[src/cpc_pkg.sv]
// shared constants and types of the cartesian/polar converter
// no dependencies
`timescale 1ns / 1ps

package cpc_pkg;

    // default parameter values
    localparam int ITERATIONS_DEF  = 16;
    localparam int COORD_WIDTH_DEF = 16;

    // beat layout
    localparam int FIELD_W = 17;
    localparam int TDATA_W = 40;
    localparam int PAD_W   = TDATA_W - 2 * FIELD_W;

    // binary angle inside the datapath, 2^32 is one full turn
    localparam int ANGLE_W = 32;
    localparam int ATAN_N  = 24;

    // 1/K = 0x9b74eda8 / 2^32, split in two 16-bit halves
    localparam logic [15:0] KINV_HI = 16'd39796;
    localparam logic [15:0] KINV_LO = 16'd60840;

    // output limits
    localparam int COORD_MAX = 65535;
    localparam int COORD_MIN = -65536;
    localparam int MAG_MAX   = 65535;

    // atan(2^-i) in turns, scaled by 2^32
    localparam logic [ANGLE_W-1:0] ATAN_TURN [ATAN_N] = '{
        32'd536870912, 32'd316933406, 32'd167458907, 32'd85004756,
        32'd42667331,  32'd21354465,  32'd10680862,  32'd5340245,
        32'd2670163,   32'd1335087,   32'd667544,    32'd333772,
        32'd166886,    32'd83443,     32'd41722,     32'd20861,
        32'd10430,     32'd5215,      32'd2608,      32'd1304,
        32'd652,       32'd326,       32'd163,       32'd81
    };

    // per-item control carried down the pipeline
    typedef struct packed {
        logic func;   // 1 = polar to rectangular
        logic zero;   // zero vector in rectangular mode
        logic flip;   // half-turn pre-rotation to undo at the end
    } cpc_ctl_t;

endpackage

[src/cpc_stage.sv]
// one registered cordic micro-rotation, vectoring or rotation by item mode
// depends on cpc_pkg
`timescale 1ns / 1ps

module cpc_stage #(
    parameter int XW    = 28,
    parameter int SHIFT = 0
) (
    input  logic                          aclk,
    input  logic                          aresetn,
    input  logic                          en,
    input  logic                          valid_in,
    input  cpc_pkg::cpc_ctl_t             ctl_in,
    input  logic signed [XW-1:0]          x_in,
    input  logic signed [XW-1:0]          y_in,
    input  logic [cpc_pkg::ANGLE_W-1:0]   z_in,
    output logic                          valid_out,
    output cpc_pkg::cpc_ctl_t             ctl_out,
    output logic signed [XW-1:0]          x_out,
    output logic signed [XW-1:0]          y_out,
    output logic [cpc_pkg::ANGLE_W-1:0]   z_out
);

    localparam logic [4:0] IDX = 5'(SHIFT);
    localparam logic [cpc_pkg::ANGLE_W-1:0] STEP = cpc_pkg::ATAN_TURN[IDX];

    logic                        valid_reg;
    cpc_pkg::cpc_ctl_t           ctl_reg;
    logic signed [XW-1:0]        x_reg, x_next;
    logic signed [XW-1:0]        y_reg, y_next;
    logic [cpc_pkg::ANGLE_W-1:0] z_reg, z_next;
    logic signed [XW-1:0]        dx, dy;
    logic                        cw;

    always_comb begin
        dx = y_in >>> SHIFT;
        dy = x_in >>> SHIFT;
        // vectoring drives y to zero, rotation drives z to zero
        cw = ctl_in.func ? z_in[cpc_pkg::ANGLE_W-1] : !y_in[XW-1];
        if (cw) begin
            x_next = x_in + dx;
            y_next = y_in - dy;
            z_next = z_in + STEP;
        end else begin
            x_next = x_in - dx;
            y_next = y_in + dy;
            z_next = z_in - STEP;
        end
    end

    always_ff @(posedge aclk) begin
        if (!aresetn) begin
            valid_reg <= 1'b0;
        end else if (en) begin
            valid_reg <= valid_in;
        end
    end

    always_ff @(posedge aclk) begin
        if (en) begin
            ctl_reg <= ctl_in;
            x_reg   <= x_next;
            y_reg   <= y_next;
            z_reg   <= z_next;
        end
    end

    assign valid_out = valid_reg;
    assign ctl_out   = ctl_reg;
    assign x_out     = x_reg;
    assign y_out     = y_reg;
    assign z_out     = z_reg;

endmodule

[config.mk]
export PLATFORM = sky130hd
export DESIGN_NAME = cpc_stage
export DESIGN_NICKNAME = d
export VERILOG_FILES = /design/src/cpc_pkg.sv /design/src/cpc_stage.sv
export SDC_FILE = /design/constraint.sdc
export NUM_CORES = 1
export LEC_CHECK = 0
export BUFFER_PORTS_ARGS = -buffer_cell sky130_fd_sc_hd__buf_2
export CAP_MARGIN = 20
export CORE_MARGIN = 5
export CORE_UTILIZATION = 25
export DETAILED_ROUTE_END_ITERATION = 6
export GPL_ROUTABILITY_DRIVEN = 0
export HOLD_SLACK_MARGIN = 0.1
export PLACE_DENSITY_LB_ADDON = 0.2
export SYNTH_ARGS = -nofsm -noshare
export SYNTH_HDL_FRONTEND = slang
export SYNTH_SLANG_ARGS = --single-unit
[constraint.sdc]
create_clock -name aclk -period 3.5 [get_ports aclk]
set_clock_uncertainty 0.1 [all_clocks]
set_input_delay 0.35 -clock aclk [delete_from_list [all_inputs] [get_ports aclk]]
set_output_delay 0.35 -clock aclk [all_outputs]
set_load 0.05 [all_outputs]
==> metrics.cfg <==
[critical_path]
cp.arrival_ps = 3260
critPathBufInv = 3
cp_slowest_cell = ha_1
end_kind = flip-flop
worstSetupPathType = in -> reg
critPathLaunchType = primary input
path_cells = buf_2, inv_1, ha_1, buf_4, nand2_1, a211oi_1, o21ai_1, a21oi_1, a31oi_1, o221a_2, o211ai_1, o21ai_0, xnor2_1
cp_max_fo = 9
cpPeakStageDelay_ps = 490
critPathRequiredTime_ps = 3490
critPathTopFamily = compound AO/OA/AOI/OAI gates
r2r_slack_ps = 2810

[synth]
synth_compound_area_share_pct = 21.1
synth_cell_types = 64
ys_ff_latch = 91
synthAdderAreaFrac_pct = 16.0
synth_xor_area_share_pct = 6.34
synthMuxAreaShare_pct = 1.21
async_flop_share_pct = 0
synth_seq_area_share_pct = 36.5
synth_top_family_by_area = compound AO/OA/AOI/OAI gates
synth_nets = 1000
yosysWarningCount = 0
syn_inst = 812
synth_edf_count = 90
avgSynthCellArea_um2 = 9.18
synthSimpleGateAreaFrac_pct = 12.1
synth_area_mm2 = 0.00746
synth_ff_type = edfxtp_1

[sta]
hold_viol_final = 0
rsz0062_at_grt = false
tns_ps = 0
slew_violations = 0
setup-violations-final = 0
relSlewSlack_pct = 53.3
fin_ws_ps = 232
fmax_mhz = 306
period_needed_ps = 3270
worst_pin_slew_ps = 699
min_period_over_period_pct = 93.4

[global_routing]
antenna_found_initial = 3
grt_busiest_layer = met2
grtUsageMet3_pct = 2.65
grt_pass1_vias = 6630
grt_use_met1_pct = 19.6
grt_max_degree = 60
grt_pass1_wl_um = 37500
grt.overflow.total = 0
met2_usage_pct = 22.0
grt_use_total_pct = 14.1

[die]
rows = 63
start_util_pct = 25.2
dieArea_mm2 = 0.0334
io_pins = 187
core_mm2 = 0.0296
die_w_um = 183
die_y_um = 183

[clock_network]
cts_tree = done
clock_latency_ps = 350
htree_levels = 3
cts.clk_slew.worst_paths_ps = 60
clk_path_buf_depth = 2
clockRootBuffer = clkbuf_16
numCtsBuffers = 9
cts.sinks = 91

[pwr]
p_leak_nw = 4.27
irDropWorstVdd_v = 0.000216
cellPowerDensity_mw_per_mm2 = 448
combPwrFrac_pct = 41.7
p_sw_share_pct = 40.4
p_total_w = 0.00429
p_int_w = 0.00256
power_frac_seq_pct = 33.7
clkPwrFrac_pct = 24.7
switchingPower_w = 0.00173

[cells_and_area]
final_cell_mix = buf_2, edfxtp_1, a21oi_1, ha_1, inv_1
fin_nets = 1220
area_delta_synth_final_pct = 28.4
fin_util_pct = 32.4
final_cells = 1428
fill_cells = 3095
final_common_cell = buf_2
final_layout_size_suffix_gt1_share_pct = 23.9

[min_path]
hold_path.class = in -> reg

[routing]
wirelength_um = 24400
drc = 0
routedWlPerCell_um = 17.1
ant_nets = 0
num_vias = 6671
drt_iter0_markers = 404
vias_per_cell = 4.67
drtPass1Iterations = 5

[outcome]
status = finished, final reports clean

[place]
dp_hpwl_um = 19800
post-place-ws_ps = -49.4
portBuffers = 186
placedCellCount = 1380

[flow_run]
drv_cap = 0

synthesized netlist by cell type, types with 4 or more instances:
master	count	area, um^2
nand4_1	8	50.1
nand2_1	45	169
nand3_1	10	50.1
buf_2	13	65.1
o211ai_1	7	52.6
xor2_1	12	105
a31oi_1	4	25.0
clkbuf_1	15	56.3
a21o_1	18	135
or3_1	6	37.5
nor2_1	76	285
o21a_1	6	45.0
ha_1	89	1110
and2_1	4	25.0
buf_4	6	45.0
nor3_1	12	60.1
nand2b_1	5	31.3
o31ai_1	8	60.1
fa_1	4	80.1
edfxtp_1	90	2700
xnor2_1	42	368
nor2b_1	12	75.1
a211oi_1	18	135
o21ai_1	9	45.0
o21bai_1	13	97.6
o21ai_0	44	220
mux2i_1	9	90.1
inv_1	84	315
a21oi_1	89	445
area by class of cell:
| cell class | instances | area (um^2) | area share, % |
|---|---|---|---|
| sequential | 91 | 2720 | 28.4 |
| tap | 390 | 488 | 5.09 |
| clock buffer | 9 | 225 | 2.35 |
| inverter | 85 | 319 | 3.33 |
| antenna | 1 | 2.50 | 0.0261 |
| multi-input combinational | 599 | 4240 | 44.3 |
| timing repair buffer | 246 | 1490 | 15.5 |
| clock inverter | 7 | 91.3 | 0.954 |
final timing paths:
| path | start | end | depth (start not counted) |
|---|---|---|---|
| worst max-delay path | x_in[8] | y_out[23]$_DFFE_PP_ | 13 |
| worst min-delay path | aresetn | valid_out$_SDFFE_PN0P_ | 2 |
| worst max register to register | valid_out$_SDFFE_PN0P_ | valid_out$_SDFFE_PN0P_ | 2 |
| worst min register to register | valid_out$_SDFFE_PN0P_ | valid_out$_SDFFE_PN0P_ | 2 |
flip-flops by register name, indices dropped and copies added (netlist names):
register	count
z_out	32
valid_out	1
ctl_out	3
x_out	27
y_out	28
cell families after synthesis:
| kind of cell | Yosys count |
|---|---|
| compound gates | 248 |
| xor+xnor | 54 |
| fa+ha+maj | 93 |
| buf+inv | 122 |
| flops | 91 |
| mux | 9 |
| simple gates | 195 |
repair_timing:
action	4_1_cts	5_1_grt
hold endpoints to repair	31	0
hold buffers	31	0
setup buffers	0	0
gates resized for setup	0	0
worst reg2reg max path: stages (launching register included):
cell and delay (ps):
dfxtp_1 310, mux2i_1 120, nor2b_1 60
routing by layer:
layer	wire length (um)	vias up
li1	-	3307
met1	11500	3109
met2	10600	216
met3	1770	33
met4	510	6
met5	26	-
power by group through the flow:
stage / Combinational, W / Clock [W] / Sequential, W
after floorplan: 0.000685 / 0 / 0.00201
after global placement: 0.00176 / 0 / 0.00147
after detailed placement: 0.00176 / 0 / 0.00147
after CTS: 0.00179 / 0.00110 / 0.00145
after global routing: 0.00191 / 0.00113 / 0.00146
final: 0.00179 / 0.00106 / 0.00144
through the flow:
stage	cell area, um^2	hold slack (ps)
after CTS	9580	108
final	9580	124
after detailed placement	8950	413
after global routing	9580	137
after floorplan	7460	349
after global placement	8950	400
Power figures use the tool's default switching activity.
