[src/cpc_pkg.sv]
// shared constants and types of the cartesian/polar converter
// no dependencies
`timescale 1ns / 1ps

package cpc_pkg;

    // default parameter values
    localparam int ITERATIONS_DEF  = 16;
    localparam int COORD_WIDTH_DEF = 16;

    // beat layout
    localparam int FIELD_W = 17;
    localparam int TDATA_W = 40;
    localparam int PAD_W   = TDATA_W - 2 * FIELD_W;

    // binary angle inside the datapath, 2^32 is one full turn
    localparam int ANGLE_W = 32;
    localparam int ATAN_N  = 24;

    // 1/K = 0x9b74eda8 / 2^32, split in two 16-bit halves
    localparam logic [15:0] KINV_HI = 16'd39796;
    localparam logic [15:0] KINV_LO = 16'd60840;

    // output limits
    localparam int COORD_MAX = 65535;
    localparam int COORD_MIN = -65536;
    localparam int MAG_MAX   = 65535;

    // atan(2^-i) in turns, scaled by 2^32
    localparam logic [ANGLE_W-1:0] ATAN_TURN [ATAN_N] = '{
        32'd536870912, 32'd316933406, 32'd167458907, 32'd85004756,
        32'd42667331,  32'd21354465,  32'd10680862,  32'd5340245,
        32'd2670163,   32'd1335087,   32'd667544,    32'd333772,
        32'd166886,    32'd83443,     32'd41722,     32'd20861,
        32'd10430,     32'd5215,      32'd2608,      32'd1304,
        32'd652,       32'd326,       32'd163,       32'd81
    };

    // per-item control carried down the pipeline
    typedef struct packed {
        logic func;   // 1 = polar to rectangular
        logic zero;   // zero vector in rectangular mode
        logic flip;   // half-turn pre-rotation to undo at the end
    } cpc_ctl_t;

endpackage

[src/cpc_kscale.sv]
// two-stage multiply by the inverse cordic gain, floor(m * 0x9b74eda8 / 2^32)
// depends on cpc_pkg
`timescale 1ns / 1ps

module cpc_kscale #(
    parameter int MW = 24
) (
    input  logic          aclk,
    input  logic          en,
    input  logic [MW-1:0] m_in,
    output logic [MW-1:0] q_out
);

    logic [MW+15:0] phi_reg;
    logic [MW+15:0] plo_reg;
    logic [MW+16:0] sum;
    logic [MW-1:0]  q_next;
    logic [MW-1:0]  q_reg;

    // partial products against each half of the constant
    always_ff @(posedge aclk) begin
        if (en) begin
            phi_reg <= (MW+16)'(m_in) * (MW+16)'(cpc_pkg::KINV_HI);
            plo_reg <= (MW+16)'(m_in) * (MW+16)'(cpc_pkg::KINV_LO);
        end
    end

    always_comb begin
        sum    = (MW+17)'(phi_reg) + (MW+17)'(plo_reg >> 16);
        q_next = MW'(sum >> 16);
    end

    always_ff @(posedge aclk) begin
        if (en) begin
            q_reg <= q_next;
        end
    end

    assign q_out = q_reg;

endmodule

[config.mk]
export PLATFORM = sky130hd
export DESIGN_NAME = cpc_kscale
export DESIGN_NICKNAME = d
export VERILOG_FILES = /design/src/cpc_pkg.sv /design/src/cpc_kscale.sv
export SDC_FILE = /design/constraint.sdc
export NUM_CORES = 1
export LEC_CHECK = 0
export ABC_AREA = 0
export BUFFER_PORTS_ARGS = -buffer_cell sky130_fd_sc_hd__buf_2
export CORE_MARGIN = 10
export CORE_UTILIZATION = 50
export DETAILED_ROUTE_END_ITERATION = 6
export PLACE_DENSITY = 0.76
export SLEW_MARGIN = 20
export SYNTH_ARGS = -nofsm -noshare
export SYNTH_HDL_FRONTEND = slang
export SYNTH_SLANG_ARGS = --single-unit
[constraint.sdc]
create_clock -name aclk -period 9 [get_ports aclk]
set_input_delay 1.35 -clock aclk [delete_from_list [all_inputs] [get_ports aclk]]
set_output_delay 1.35 -clock aclk [all_outputs]
set_load 0.05 [all_outputs]
==> summary.md, run 1 <==
• 1426 — instance count of the mapped netlist
• finished clean — run status
• 0.35 ns — source-to-sink clock delay at the later pin of the worst-skew pair
• 18.1 um — detail-routed net length per standard cell
• 63 — std cell rows
• 138 MHz — highest clock frequency the design can meet
• 35 — number of flip-flops in the largest register
• 2598 — total of fill cells in the finished design
• 0.62 ns — maximum cell stage delay along the critical path
• 0.986 — Final GP Congestion
• 2 — buffers from clock root to sink, at most
• 0 — count of nets left with antenna violations after detail routing
• 85 — pin count of the biggest net entering global routing
• 84 — Num Clock Sinks
• 0 — antenna violations before repair
• 0 — CTS resizes
• 3 — CTS H-tree lvls
• 0.0128 ns — worst clock skew on the final layout
• reg2reg — worst hold path class
• 0 — number of buffers inserted by post-CTS setup repair
• 0.309 — worst slew margin relative to its limit
• 0.0149 sq mm — Post-Synthesis Cell Area
• 0.0532 — fraction of layout cells with a size suffix above 1
• 10.5 sq um — mean cell area of the mapped netlist
• 193 um — die extent in x
• 0 — final antenna diode count
• 0.196 — GRT Resource Usage Total
• 0 — count of maximum capacitance violations
• yes — CTS tree
• 0 — hold bufs inserted after CTS
• 84 — flip-flop and latch count after synthesis
• 5 — buffering stage count on the worst path with inverters included
• 0.803 — fin crit share
• 0 — final setup violating endpoints
• 482 — initial DRC count
• 1960 — Synth Net Count
• 30200 um — detailed placer's ending HPWL
• flip-flop — Critical Path End Type
• sky130_fd_sc_hd__edfxtp_1 — most used flip-flop cell after synthesis
• 10900 — number of global-route vias before repair
• 9 — maximum fanout along the worst path
• in2reg — critical path class
• 0 — proportion of register bits with asynchronous set or reset after synthesis
• 0 — total congestion overflow after global routing
• 6.60% — P&R area growth vs syn
• 9721 — vias
• 49 — number of port buffers
• 50 — Top Ports
• 7.32 ns — data arrival time of the critical path
• sky130_fd_sc_hd__fa_1 — Max stage delay cell, worst path
• 9 — number of CTS-inserted buffers
• 0.505 — starting density of the core
• 0.0159 sq mm — post-route design area
• 0.0372 sq mm — Die Outline Area
• 0 — pins over their slew limit
• adder cells — dominant delay contributor by cell family on the critical path
• 0 ns — post-route setup TNS
• 0.169 — register area share after synthesis
• 33900 um — final routed wirelength across all metal layers
• 5 — 1st-pass router iterations
• 0 — Yosys warnings
• 55 — number of library cell types mapped by synthesis
• 2015 — post-layout net count
• 1.04 ns — Worst Tran Pin Value
• sky130_fd_sc_hd__clkbuf_16 — clock tree root buffer cell
• 0 — final-report hold violation count
• 84 — number of enable flip-flop cells after synthesis
• 193 um — height of the die
• 9.09 ns — data required time of the worst path
• 0.0296 sq mm — total core area
• 56300 um — first-pass GRT wire length
• buf_2 -> inv_1 -> fa_1 -> inv_1 -> ha_1 -> fa_1 -> fa_1 -> fa_1 -> inv_1 -> fa_1 -> inv_1 -> ha_1 -> a21o_1 -> a221o_1 -> a31o_1 -> a211o_1 -> a31o_1 -> a21oi_2 -> o211ai_2 -> a221oi_2 -> xnor2_1 — worst path cell trace
• sky130_fd_sc_hd__fa_1 — CP most frequent cell
• 0.0156 sq mm — post-placement cell area
• 0 — post-route DRC violation count
• 0.07 ns — Worst-path clk slew
• 0.567 ns — Hold Worst Slack
• no — RSZ-0062 raised after global routing
• 5.18 — via density per instance
• input port — sort of element at the start of the critical path
• 7.22 ns — shortest clock period the worst path allows after layout
[stage by stage]
stage | setup WS, ns | utilization | instances
after global routing | 1.45 | 0.539 | 1876
final | 1.78 | 0.539 | 1876
after CTS | 1.77 | 0.539 | 1876
after global placement | 1.56 | 0.529 | 1860
after detailed placement | 1.39 | 0.529 | 1860
after floorplan | 2.06 | - | 1426
[Yosys cell counts, types with 2 or more instances]
cell                       number  area, sq um
sky130_fd_sc_hd__inv_1        416         1560
sky130_fd_sc_hd__ha_1         273         3420
sky130_fd_sc_hd__fa_1         235         4700
sky130_fd_sc_hd__edfxtp_1      84         2520
sky130_fd_sc_hd__a21oi_1       62          310
sky130_fd_sc_hd__xnor2_1       52          455
sky130_fd_sc_hd__xor2_1        39          342
sky130_fd_sc_hd__nand2_1       35          131
sky130_fd_sc_hd__a21o_1        34          255
sky130_fd_sc_hd__nor2_1        31          116
sky130_fd_sc_hd__o21ai_0       22          110
sky130_fd_sc_hd__nand3_1       20          100
sky130_fd_sc_hd__nand4_1       13         81.3
sky130_fd_sc_hd__o21a_1        12         90.1
sky130_fd_sc_hd__a211oi_1      10         75.1
sky130_fd_sc_hd__nor2b_1        8         50.1
sky130_fd_sc_hd__and2_1         6         37.5
sky130_fd_sc_hd__nor3_1         6         30.0
sky130_fd_sc_hd__o21bai_1       6         45.0
sky130_fd_sc_hd__o211ai_1       5         37.5
sky130_fd_sc_hd__a31oi_1        4         25.0
sky130_fd_sc_hd__nand2b_1       4         25.0
sky130_fd_sc_hd__or2_2          4         25.0
sky130_fd_sc_hd__clkbuf_1       3         11.3
sky130_fd_sc_hd__o22ai_1        3         18.8
sky130_fd_sc_hd__o31ai_1        3         22.5
sky130_fd_sc_hd__a31o_1         2         17.5
sky130_fd_sc_hd__and3_1         2         12.5
sky130_fd_sc_hd__buf_6          2         22.5
sky130_fd_sc_hd__nand3b_1       2         15.0
sky130_fd_sc_hd__o211a_1        2         20.0
sky130_fd_sc_hd__o31a_1         2         17.5
sky130_fd_sc_hd__o41ai_1        2         17.5
[cell type report]
| class | instances | area, sq um | share of cell area |
|---|---|---|---|
| Inverter | 416 | 1560 | 0.0981 |
| Timing Repair Buffer | 49 | 248 | 0.0156 |
| Multi-Input combinational cell | 921 | 10800 | 0.679 |
| Clock inverter | 7 | 58.8 | 0.00369 |
| Sequential cell | 84 | 2520 | 0.158 |
| Tap cell | 390 | 488 | 0.0307 |
| Clock buffer | 9 | 225 | 0.0141 |
[placed cells by master, fill, tap and decap left out, types with 5 or more instances in the layout]
cell type                   Yosys  layout
sky130_fd_sc_hd__inv_1        416     416
sky130_fd_sc_hd__ha_1         273     273
sky130_fd_sc_hd__fa_1         235     235
sky130_fd_sc_hd__edfxtp_1      84      84
sky130_fd_sc_hd__a21oi_1       62      62
sky130_fd_sc_hd__xnor2_1       52      52
sky130_fd_sc_hd__buf_2          0      48
sky130_fd_sc_hd__xor2_1        39      39
sky130_fd_sc_hd__nand2_1       35      35
sky130_fd_sc_hd__a21o_1        34      34
sky130_fd_sc_hd__nor2_1        31      31
sky130_fd_sc_hd__o21ai_0       22      22
sky130_fd_sc_hd__nand3_1       20      20
sky130_fd_sc_hd__nand4_1       13      13
sky130_fd_sc_hd__o21a_1        12      12
sky130_fd_sc_hd__a211oi_1      10      10
sky130_fd_sc_hd__clkbuf_16      0       9
sky130_fd_sc_hd__nor2b_1        8       8
sky130_fd_sc_hd__nor3_1         6       6
sky130_fd_sc_hd__and2_1         6       6
sky130_fd_sc_hd__o21bai_1       6       6
sky130_fd_sc_hd__o211ai_1       5       5
[layer usage]
layer	track usage	share of wire	wire, um
met1	0.254	0.44	15000
met2	0.312	0.46	15500
met3	0.0631	0.080	2730
met4	0.0489	0.019	647
met5	0	0	0
[cells by family (layout without fill, tap and decap cells)]
group | Yosys count | count (layout) | synth area share
XOR/XNOR | 91 | 91 | 0.0534
AND/OR/NAND/NOR | 139 | 139 | 0.0465
AO/OA/AOI/OAI | 183 | 183 | 0.0806
flip-flops | 84 | 84 | 0.169
adder cells (fa/ha/maj) | 508 | 508 | 0.544
buffers and inverters | 421 | 481 | 0.107
[worst paths after layout]
path	from	to	slack (ns)	cells past startpoint
max reg2reg	plo_reg[5]$_DFFE_PP_	q_out[23]$_DFFE_PP_	5.76	10
max	m_in[7]	phi_reg[36]$_DFFE_PP_	1.78	21
min reg2reg	phi_reg[39]$_DFFE_PP_	q_out[23]$_DFFE_PP_	0.57	1
min	phi_reg[39]$_DFFE_PP_	q_out[23]$_DFFE_PP_	0.57	1
Power of run 1 is not shown: default switching activity piles up to over one toggle a cycle in this logic, so the estimate is an artifact.
==> inputs of run 2 (changes only) <==
==> constraint.sdc (replaced) <==
create_clock -name aclk -period 6.7 [get_ports aclk]
set_input_delay 1.005 -clock aclk [delete_from_list [all_inputs] [get_ports aclk]]
set_output_delay 1.005 -clock aclk [all_outputs]
set_load 0.05 [all_outputs]
==> summary.md, run 2 (same netlist as run 1, synthesis figures left out) <==
• 49 — number of port buffers, unchanged
• 11300 — number of global-route vias before repair, was 10900
• 193 um — height of the die, unchanged
• 0.57 ns — maximum cell stage delay along the critical path, was 0.62 ns
• 2115 — post-layout net count, was 2015
• 58700 um — first-pass GRT wire length, was 56300 um
• adder cells — dominant delay contributor by cell family on the critical path, unchanged
• 85 — pin count of the biggest net entering global routing, unchanged
• 63 — std cell rows, unchanged
• 7 — buffering stage count on the worst path with inverters included, was 5
• flip-flop — Critical Path End Type, unchanged
• m_in[10] — beginning of the critical path, was m_in[7]
• 0.985 — Final GP Congestion, was 0.986
• sky130_fd_sc_hd__fa_1 — Max stage delay cell, worst path, unchanged
• 2 — buffers from clock root to sink, at most, unchanged
• 35900 um — final routed wirelength across all metal layers, was 33900 um
• phi_reg[12]$_DFFE_PP_ — Worst R2R Start, was plo_reg[5]$_DFFE_PP_
• 0 — pins over their slew limit, unchanged
• 4 — maximum fanout along the worst path, was 9
• 0.123 — fraction of layout cells with a size suffix above 1, was 0.0532
• 610 — initial DRC count, was 482
• 0.0372 sq mm — Die Outline Area, unchanged
• 0 ns — post-route setup TNS, unchanged
• 6.49 ns — shortest clock period the worst path allows after layout
• yes — CTS tree, unchanged
• 1976 — final instance count without filler cells, was 1876
• sky130_fd_sc_hd__inv_1 — most common cell after layout, fill and taps aside, unchanged
• 0.07 ns — Worst-path clk slew, about the same
• 0 — count of maximum capacitance violations, unchanged
• 193 um — die extent in x, unchanged
• 3 — CTS H-tree lvls, unchanged
• 0 — hold bufs inserted after CTS, unchanged
• 0 — final antenna diode count, unchanged
• 1.05 ns — Worst Tran Pin Value, was 1.04 ns
• 0 — antenna violations before repair, unchanged
• 6.79 ns — data required time of the worst path, was 9.09 ns
• no — RSZ-0062 raised after global routing, unchanged
• 12.4% — P&R area growth vs syn, was 6.60%
• 6.57 ns — data arrival time of the critical path, was 7.32 ns
• 10200 — vias, was 9721
• 0.34 ns — source-to-sink clock delay at the later pin of the worst-skew pair, was 0.35 ns
• 0 — final-report hold violation count, unchanged
• 0 — count of nets left with antenna violations after detail routing, unchanged
• 0 — total congestion overflow after global routing, unchanged
• buf_2 -> inv_2 -> fa_1 -> inv_1 -> ha_1 -> inv_1 -> fa_1 -> inv_1 -> fa_1 -> fa_1 -> inv_1 -> fa_1 -> inv_1 -> ha_4 -> and3_4 -> a221o_1 -> a31o_1 -> a211o_1 -> a31o_1 -> a21oi_2 -> o211ai_2 -> a221oi_2 -> xnor2_1 — worst path cell trace, was buf_2 -> inv_1 -> fa_1 -> inv_1 -> ha_1 -> fa_1 -> fa_1 -> fa_1 -> inv_1 -> fa_1 -> inv_1 -> ha_1 -> a21o_1 -> a221o_1 -> a31o_1 -> a211o_1 -> a31o_1 -> a21oi_2 -> o211ai_2 -> a221oi_2 -> xnor2_1
• 5.17 — via density per instance, was 5.18
• 32000 um — detailed placer's ending HPWL, was 30200 um
• 84 — Num Clock Sinks, unchanged
• 35 — number of flip-flops in the largest register, unchanged
• 0.568 — post-layout util, was 0.539
• 0.298 — worst slew margin relative to its limit, was 0.309
• 0.206 — GRT Resource Usage Total, was 0.196
• sky130_fd_sc_hd__inv_1, sky130_fd_sc_hd__ha_1, sky130_fd_sc_hd__fa_1 — highest-count cells in the layout ignoring fill and taps, unchanged
• 50 — Top Ports, unchanged
• in2reg — critical path class, unchanged
• 0.505 — starting density of the core, unchanged
• finished clean — run status, unchanged
• 1957 — total instance count after detailed placement, was 1860
• 5 — 1st-pass router iterations, unchanged
• 9 — number of CTS-inserted buffers, unchanged
• input port — sort of element at the start of the critical path, unchanged
• 0 — final setup violating endpoints, unchanged
• 0.0296 sq mm — total core area, unchanged
• 0.968 — fin crit share
• 0.0164 sq mm — post-placement cell area, was 0.0156 sq mm
• 18.2 um — detail-routed net length per standard cell, was 18.1 um
• 0.00964 ns — worst clock skew on the final layout, was 0.0128 ns
• 0 — post-route DRC violation count, unchanged
• reg2reg — worst hold path class, unchanged
• 0.0168 sq mm — post-route design area, was 0.0159 sq mm
• 154 MHz — highest clock frequency the design can meet
• phi_reg[39]$_DFFE_PP_ — min-delay src, unchanged
• sky130_fd_sc_hd__clkbuf_16 — clock tree root buffer cell, unchanged
[run 2: worst paths after layout]
path                                end  slack [ns]  cells past startpoint
setup / recovery  phi_reg[36]$_DFFE_PP_        0.21                     23
hold / removal      q_out[23]$_DFFE_PP_        0.56                      1
setup reg to reg    q_out[12]$_DFFE_PP_        3.39                     10
hold reg to reg     q_out[23]$_DFFE_PP_        0.56                      1
[run 2: per-stage QoR]
step	hold WS (ns)	setup slack [ns]
6_report	0.564	0.213
2_1_floorplan	0.527	0.102
3_5_place_dp	0.539	-0.239
3_3_place_gp	0.571	-0.0885
5_1_grt	0.582	0.00392
4_1_cts	0.572	0.126
[run 2: layout make-up]
type / count / area (sq um)
clock buffer: 9 / 225
clock inverter: 7 / 73.8
fill: 2557 / 12800
inverter: 416 / 1560
multi-input combinational: 921 / 10900
sequential: 84 / 2520
tap: 390 / 488
timing repair buffer: 149 / 998
[run 2: timing repair]
item	CTS	global route
buffers inserted	0	3
endpoints found under the setup margin	0	7
endpoints found under the hold margin	0	0
gates resized for setup	0	17
[run 2: routing by layer]
layer | vias to the layer above | wire (um) | GRT usage
li1 | 4847 | - | -
met5 | - | 0 | 0
met4 | 0 | 862 | 0.0558
met3 | 48 | 1910 | 0.0278
met2 | 236 | 16600 | 0.332
met1 | 5086 | 16600 | 0.285
Power of run 2 is left out for the same reason.
==> inputs of run 3 (changes only) <==
--- a/config.mk
+++ b/config.mk
@@ -5,7 +5,7 @@
 export SDC_FILE = /design/constraint.sdc
 export NUM_CORES = 1
 export LEC_CHECK = 0
-export ABC_AREA = 0
+export ABC_AREA = 1
 export BUFFER_PORTS_ARGS = -buffer_cell sky130_fd_sc_hd__buf_2
 export CORE_MARGIN = 10
 export CORE_UTILIZATION = 50
==> summary.md, run 3 <==
• 0.231 — GRT Resource Usage Total, was 0.206
• 0 — CTS resizes, unchanged
• 6.33% — P&R area growth vs syn, was 12.4%
• 7.84 sq um — mean cell area of the mapped netlist, was 10.5 sq um
• 17.8 um — detail-routed net length per standard cell, was 18.2 um
• 15200 — number of global-route vias before repair, was 11300
• 0 — hold bufs inserted after CTS, unchanged
• yes — CTS tree, unchanged
• 6.81 ns — data required time of the worst path, was 6.79 ns
• flip-flop — Critical Path End Type, unchanged
• sky130_fd_sc_hd__edfxtp_1 — most used flip-flop cell after synthesis, unchanged
• 0.264 — area fraction of the dominant cell type after synthesis, was 0.315
• 44300 um — detailed placer's ending HPWL, was 32000 um
• 9 — maximum fanout along the worst path, was 4
• 0 — count of maximum capacitance violations, unchanged
• 2269 — instance count of the mapped netlist, was 1426
• 0.504 — starting density of the core, was 0.505
• 0 ns — post-route setup TNS, unchanged
• 907 — initial DRC count, was 610
• 0 — count of nets left with antenna violations after detail routing, unchanged
• sky130_fd_sc_hd__inv_1, sky130_fd_sc_hd__nand2_1, sky130_fd_sc_hd__ha_1, sky130_fd_sc_hd__fa_1, sky130_fd_sc_hd__nor2_1 — most instantiated cells after synthesis, was sky130_fd_sc_hd__inv_1, sky130_fd_sc_hd__ha_1, sky130_fd_sc_hd__fa_1, sky130_fd_sc_hd__edfxtp_1, sky130_fd_sc_hd__a21oi_1
• 0.35 ns — source-to-sink clock delay at the later pin of the worst-skew pair, was 0.34 ns
• sky130_fd_sc_hd__inv_1 — cell with the most instances after synthesis, unchanged
• 0 — post-route DRC violation count, unchanged
• 35 — number of flip-flops in the largest register, unchanged
• 0.55 ns — maximum cell stage delay along the critical path, was 0.57 ns
• 0.0353 sq mm — total core area, was 0.0296 sq mm
• 69 — std cell rows, was 63
• 1 — antenna violations before repair, was 0
• input port — sort of element at the start of the critical path, unchanged
• 32 — number of library cell types mapped by synthesis, was 55
• sky130_fd_sc_hd__fa_1 — library cell occupying the most area in the post-synthesis netlist, unchanged
• finished clean — run status, unchanged
• 209 um — die extent in x, was 193 um
• 5 — 1st-pass router iterations, unchanged
• reg2reg — worst hold path class, unchanged
• 0 — final-report hold violation count, unchanged
• sky130_fd_sc_hd__nand2_1 — CP most frequent cell
• 0.896 — fin crit share, was 0.968
• 0 — final setup violating endpoints, unchanged
• 2 — buffers from clock root to sink, at most, unchanged
• 1.05 — Final GP Congestion, was 0.985
• 6.01 ns — shortest clock period the worst path allows after layout, was 6.49 ns
• 0.0458 — fraction of layout cells with a size suffix above 1, was 0.123
• 0.08 ns — Worst-path clk slew, was 0.07 ns
• 0 — pins over their slew limit, unchanged
• 50 — Top Ports, unchanged
• 0.927 ns — Worst Tran Pin Value, was 1.05 ns
• 2864 — post-layout net count, was 2115
• 0.0435 sq mm — Die Outline Area, was 0.0372 sq mm
• sky130_fd_sc_hd__fa_1, sky130_fd_sc_hd__ha_1, sky130_fd_sc_hd__edfxtp_1 — leading cell types by total area after synthesis, unchanged
• 6.12 ns — data arrival time of the critical path, was 6.57 ns
• 49 — number of port buffers, unchanged
• 84 — Num Clock Sinks, unchanged
• 3 — CTS H-tree lvls, unchanged
• 5.18 — via density per instance, was 5.17
• sky130_fd_sc_hd__inv_1, sky130_fd_sc_hd__nand2_1, sky130_fd_sc_hd__ha_1 — highest-count cells in the layout ignoring fill and taps, was sky130_fd_sc_hd__inv_1, sky130_fd_sc_hd__ha_1, sky130_fd_sc_hd__fa_1
• 9 — number of CTS-inserted buffers, unchanged
• 0 — final antenna diode count, unchanged
• sky130_fd_sc_hd__fa_1 — Max stage delay cell, worst path, unchanged
• sky130_fd_sc_hd__inv_1 — most common cell after layout, fill and taps aside, unchanged
• 0.382 — worst slew margin relative to its limit, was 0.298
• 74 — pin count of the biggest net entering global routing, was 85
• 0 — Yosys warnings, unchanged
• 0.0151 ns — worst clock skew on the final layout, was 0.00964 ns
• no — RSZ-0062 raised after global routing, unchanged
• 0 — total congestion overflow after global routing, unchanged
• 79900 um — first-pass GRT wire length, was 58700 um
• in2reg — critical path class, unchanged
• 14500 — vias, was 10200
• 0 — number of buffers inserted by post-CTS setup repair, unchanged
• 0 — proportion of register bits with asynchronous set or reset after synthesis, unchanged
• 0.0178 sq mm — Post-Synthesis Cell Area, was 0.0149 sq mm
• 2803 — Synth Net Count, was 1960
• buf_2 -> inv_1 -> fa_1 -> inv_1 -> ha_1 -> fa_1 -> inv_1 -> fa_1 -> inv_1 -> fa_1 -> inv_1 -> fa_1 -> inv_1 -> ha_1 -> nand2_1 -> nor2_1 -> nand2_1 -> nand2_1 -> nand2_1 -> nand2_1 -> nand2_1 -> nand3_1 -> nand2_1 — worst path cell trace, was buf_2 -> inv_2 -> fa_1 -> inv_1 -> ha_1 -> inv_1 -> fa_1 -> inv_1 -> fa_1 -> fa_1 -> inv_1 -> fa_1 -> inv_1 -> ha_4 -> and3_4 -> a221o_1 -> a31o_1 -> a211o_1 -> a31o_1 -> a21oi_2 -> o211ai_2 -> a221oi_2 -> xnor2_1
• 167 MHz — highest clock frequency the design can meet, was 154 MHz
• sky130_fd_sc_hd__clkbuf_16 — clock tree root buffer cell, unchanged
• 84 — number of enable flip-flop cells after synthesis, unchanged
• 49800 um — final routed wirelength across all metal layers, was 35900 um
• 209 um — height of the die, was 193 um
• 84 — flip-flop and latch count after synthesis, unchanged
• 0.142 — register area share after synthesis, was 0.169
==> run 3: cell count changes after synthesis, sizes merged, moves of 10 or more <==
cell / change
nand2: +487
inv: +228
nor2: +119
nand3: +58
xnor2: -47
a21oi: +32
a21o: -30
nor3: +26
o21ai: +25
o21a: -11
a211oi: -10
o21bai: +10
==> run 3: area by class of cell <==
class	instances	area, sq um
clock buffers	9	225
clock inverters	7	68.8
fillers	3345	16400
inverters	645	2420
multi-input cells	1540	12800
flip-flops and latches	84	2520
well taps	461	577
repair buffers	50	255
==> run 3: final timing paths <==
| path | start | end | slack (ns) | cells past startpoint |
|---|---|---|---|---|
| setup / recovery | m_in[6] | phi_reg[33]$_DFFE_PP_ | 0.69 | 23 |
| hold / removal | phi_reg[35]$_DFFE_PP_ | q_out[19]$_DFFE_PP_ | 0.64 | 2 |
| setup reg to reg | plo_reg[4]$_DFFE_PP_ | q_out[17]$_DFFE_PP_ | 4.43 | 10 |
| hold reg to reg | phi_reg[35]$_DFFE_PP_ | q_out[19]$_DFFE_PP_ | 0.64 | 2 |
==> run 3: layer usage <==
metal / share of wire / up-vias / GRT usage
met5: 0.00024 / - / 0
met4: 0.034 / 2 / 0.0769
met3: 0.051 / 95 / 0.0264
met2: 0.48 / 433 / 0.397
met1: 0.44 / 6924 / 0.295
li1: - / 7022 / -
==> run 3: cell families after synthesis <==
group,after synthesis,share of synthesized area
adder cells (fa/ha/maj),508,0.456
buffers and inverters,645,0.136
AND/OR/NAND/NOR,813,0.190
AO/OA/AOI/OAI,169,0.0511
XOR/XNOR,50,0.0246
flip-flops,84,0.142
==> run 3: stage by stage <==
stage	hold WS [ns]	worst slack [ns]	cells	instance area, sq um	util
after floorplan	0.546	1.23	2269	17800	-
final	0.637	0.695	2796	18900	0.536
after global placement	0.619	0.341	2780	18600	0.527
after detailed placement	0.621	0.343	2780	18600	0.527
after CTS	0.648	0.700	2796	18900	0.536
after global routing	0.679	0.418	2796	18900	0.536
==> run 3: worst max-delay path: cells and delay by family <==
family	cells	cell delay, ns
fa+ha+maj	7	3.29
buf+inv	7	0.74
simple gates	9	1.06
Power of run 3 is left out for the same reason.
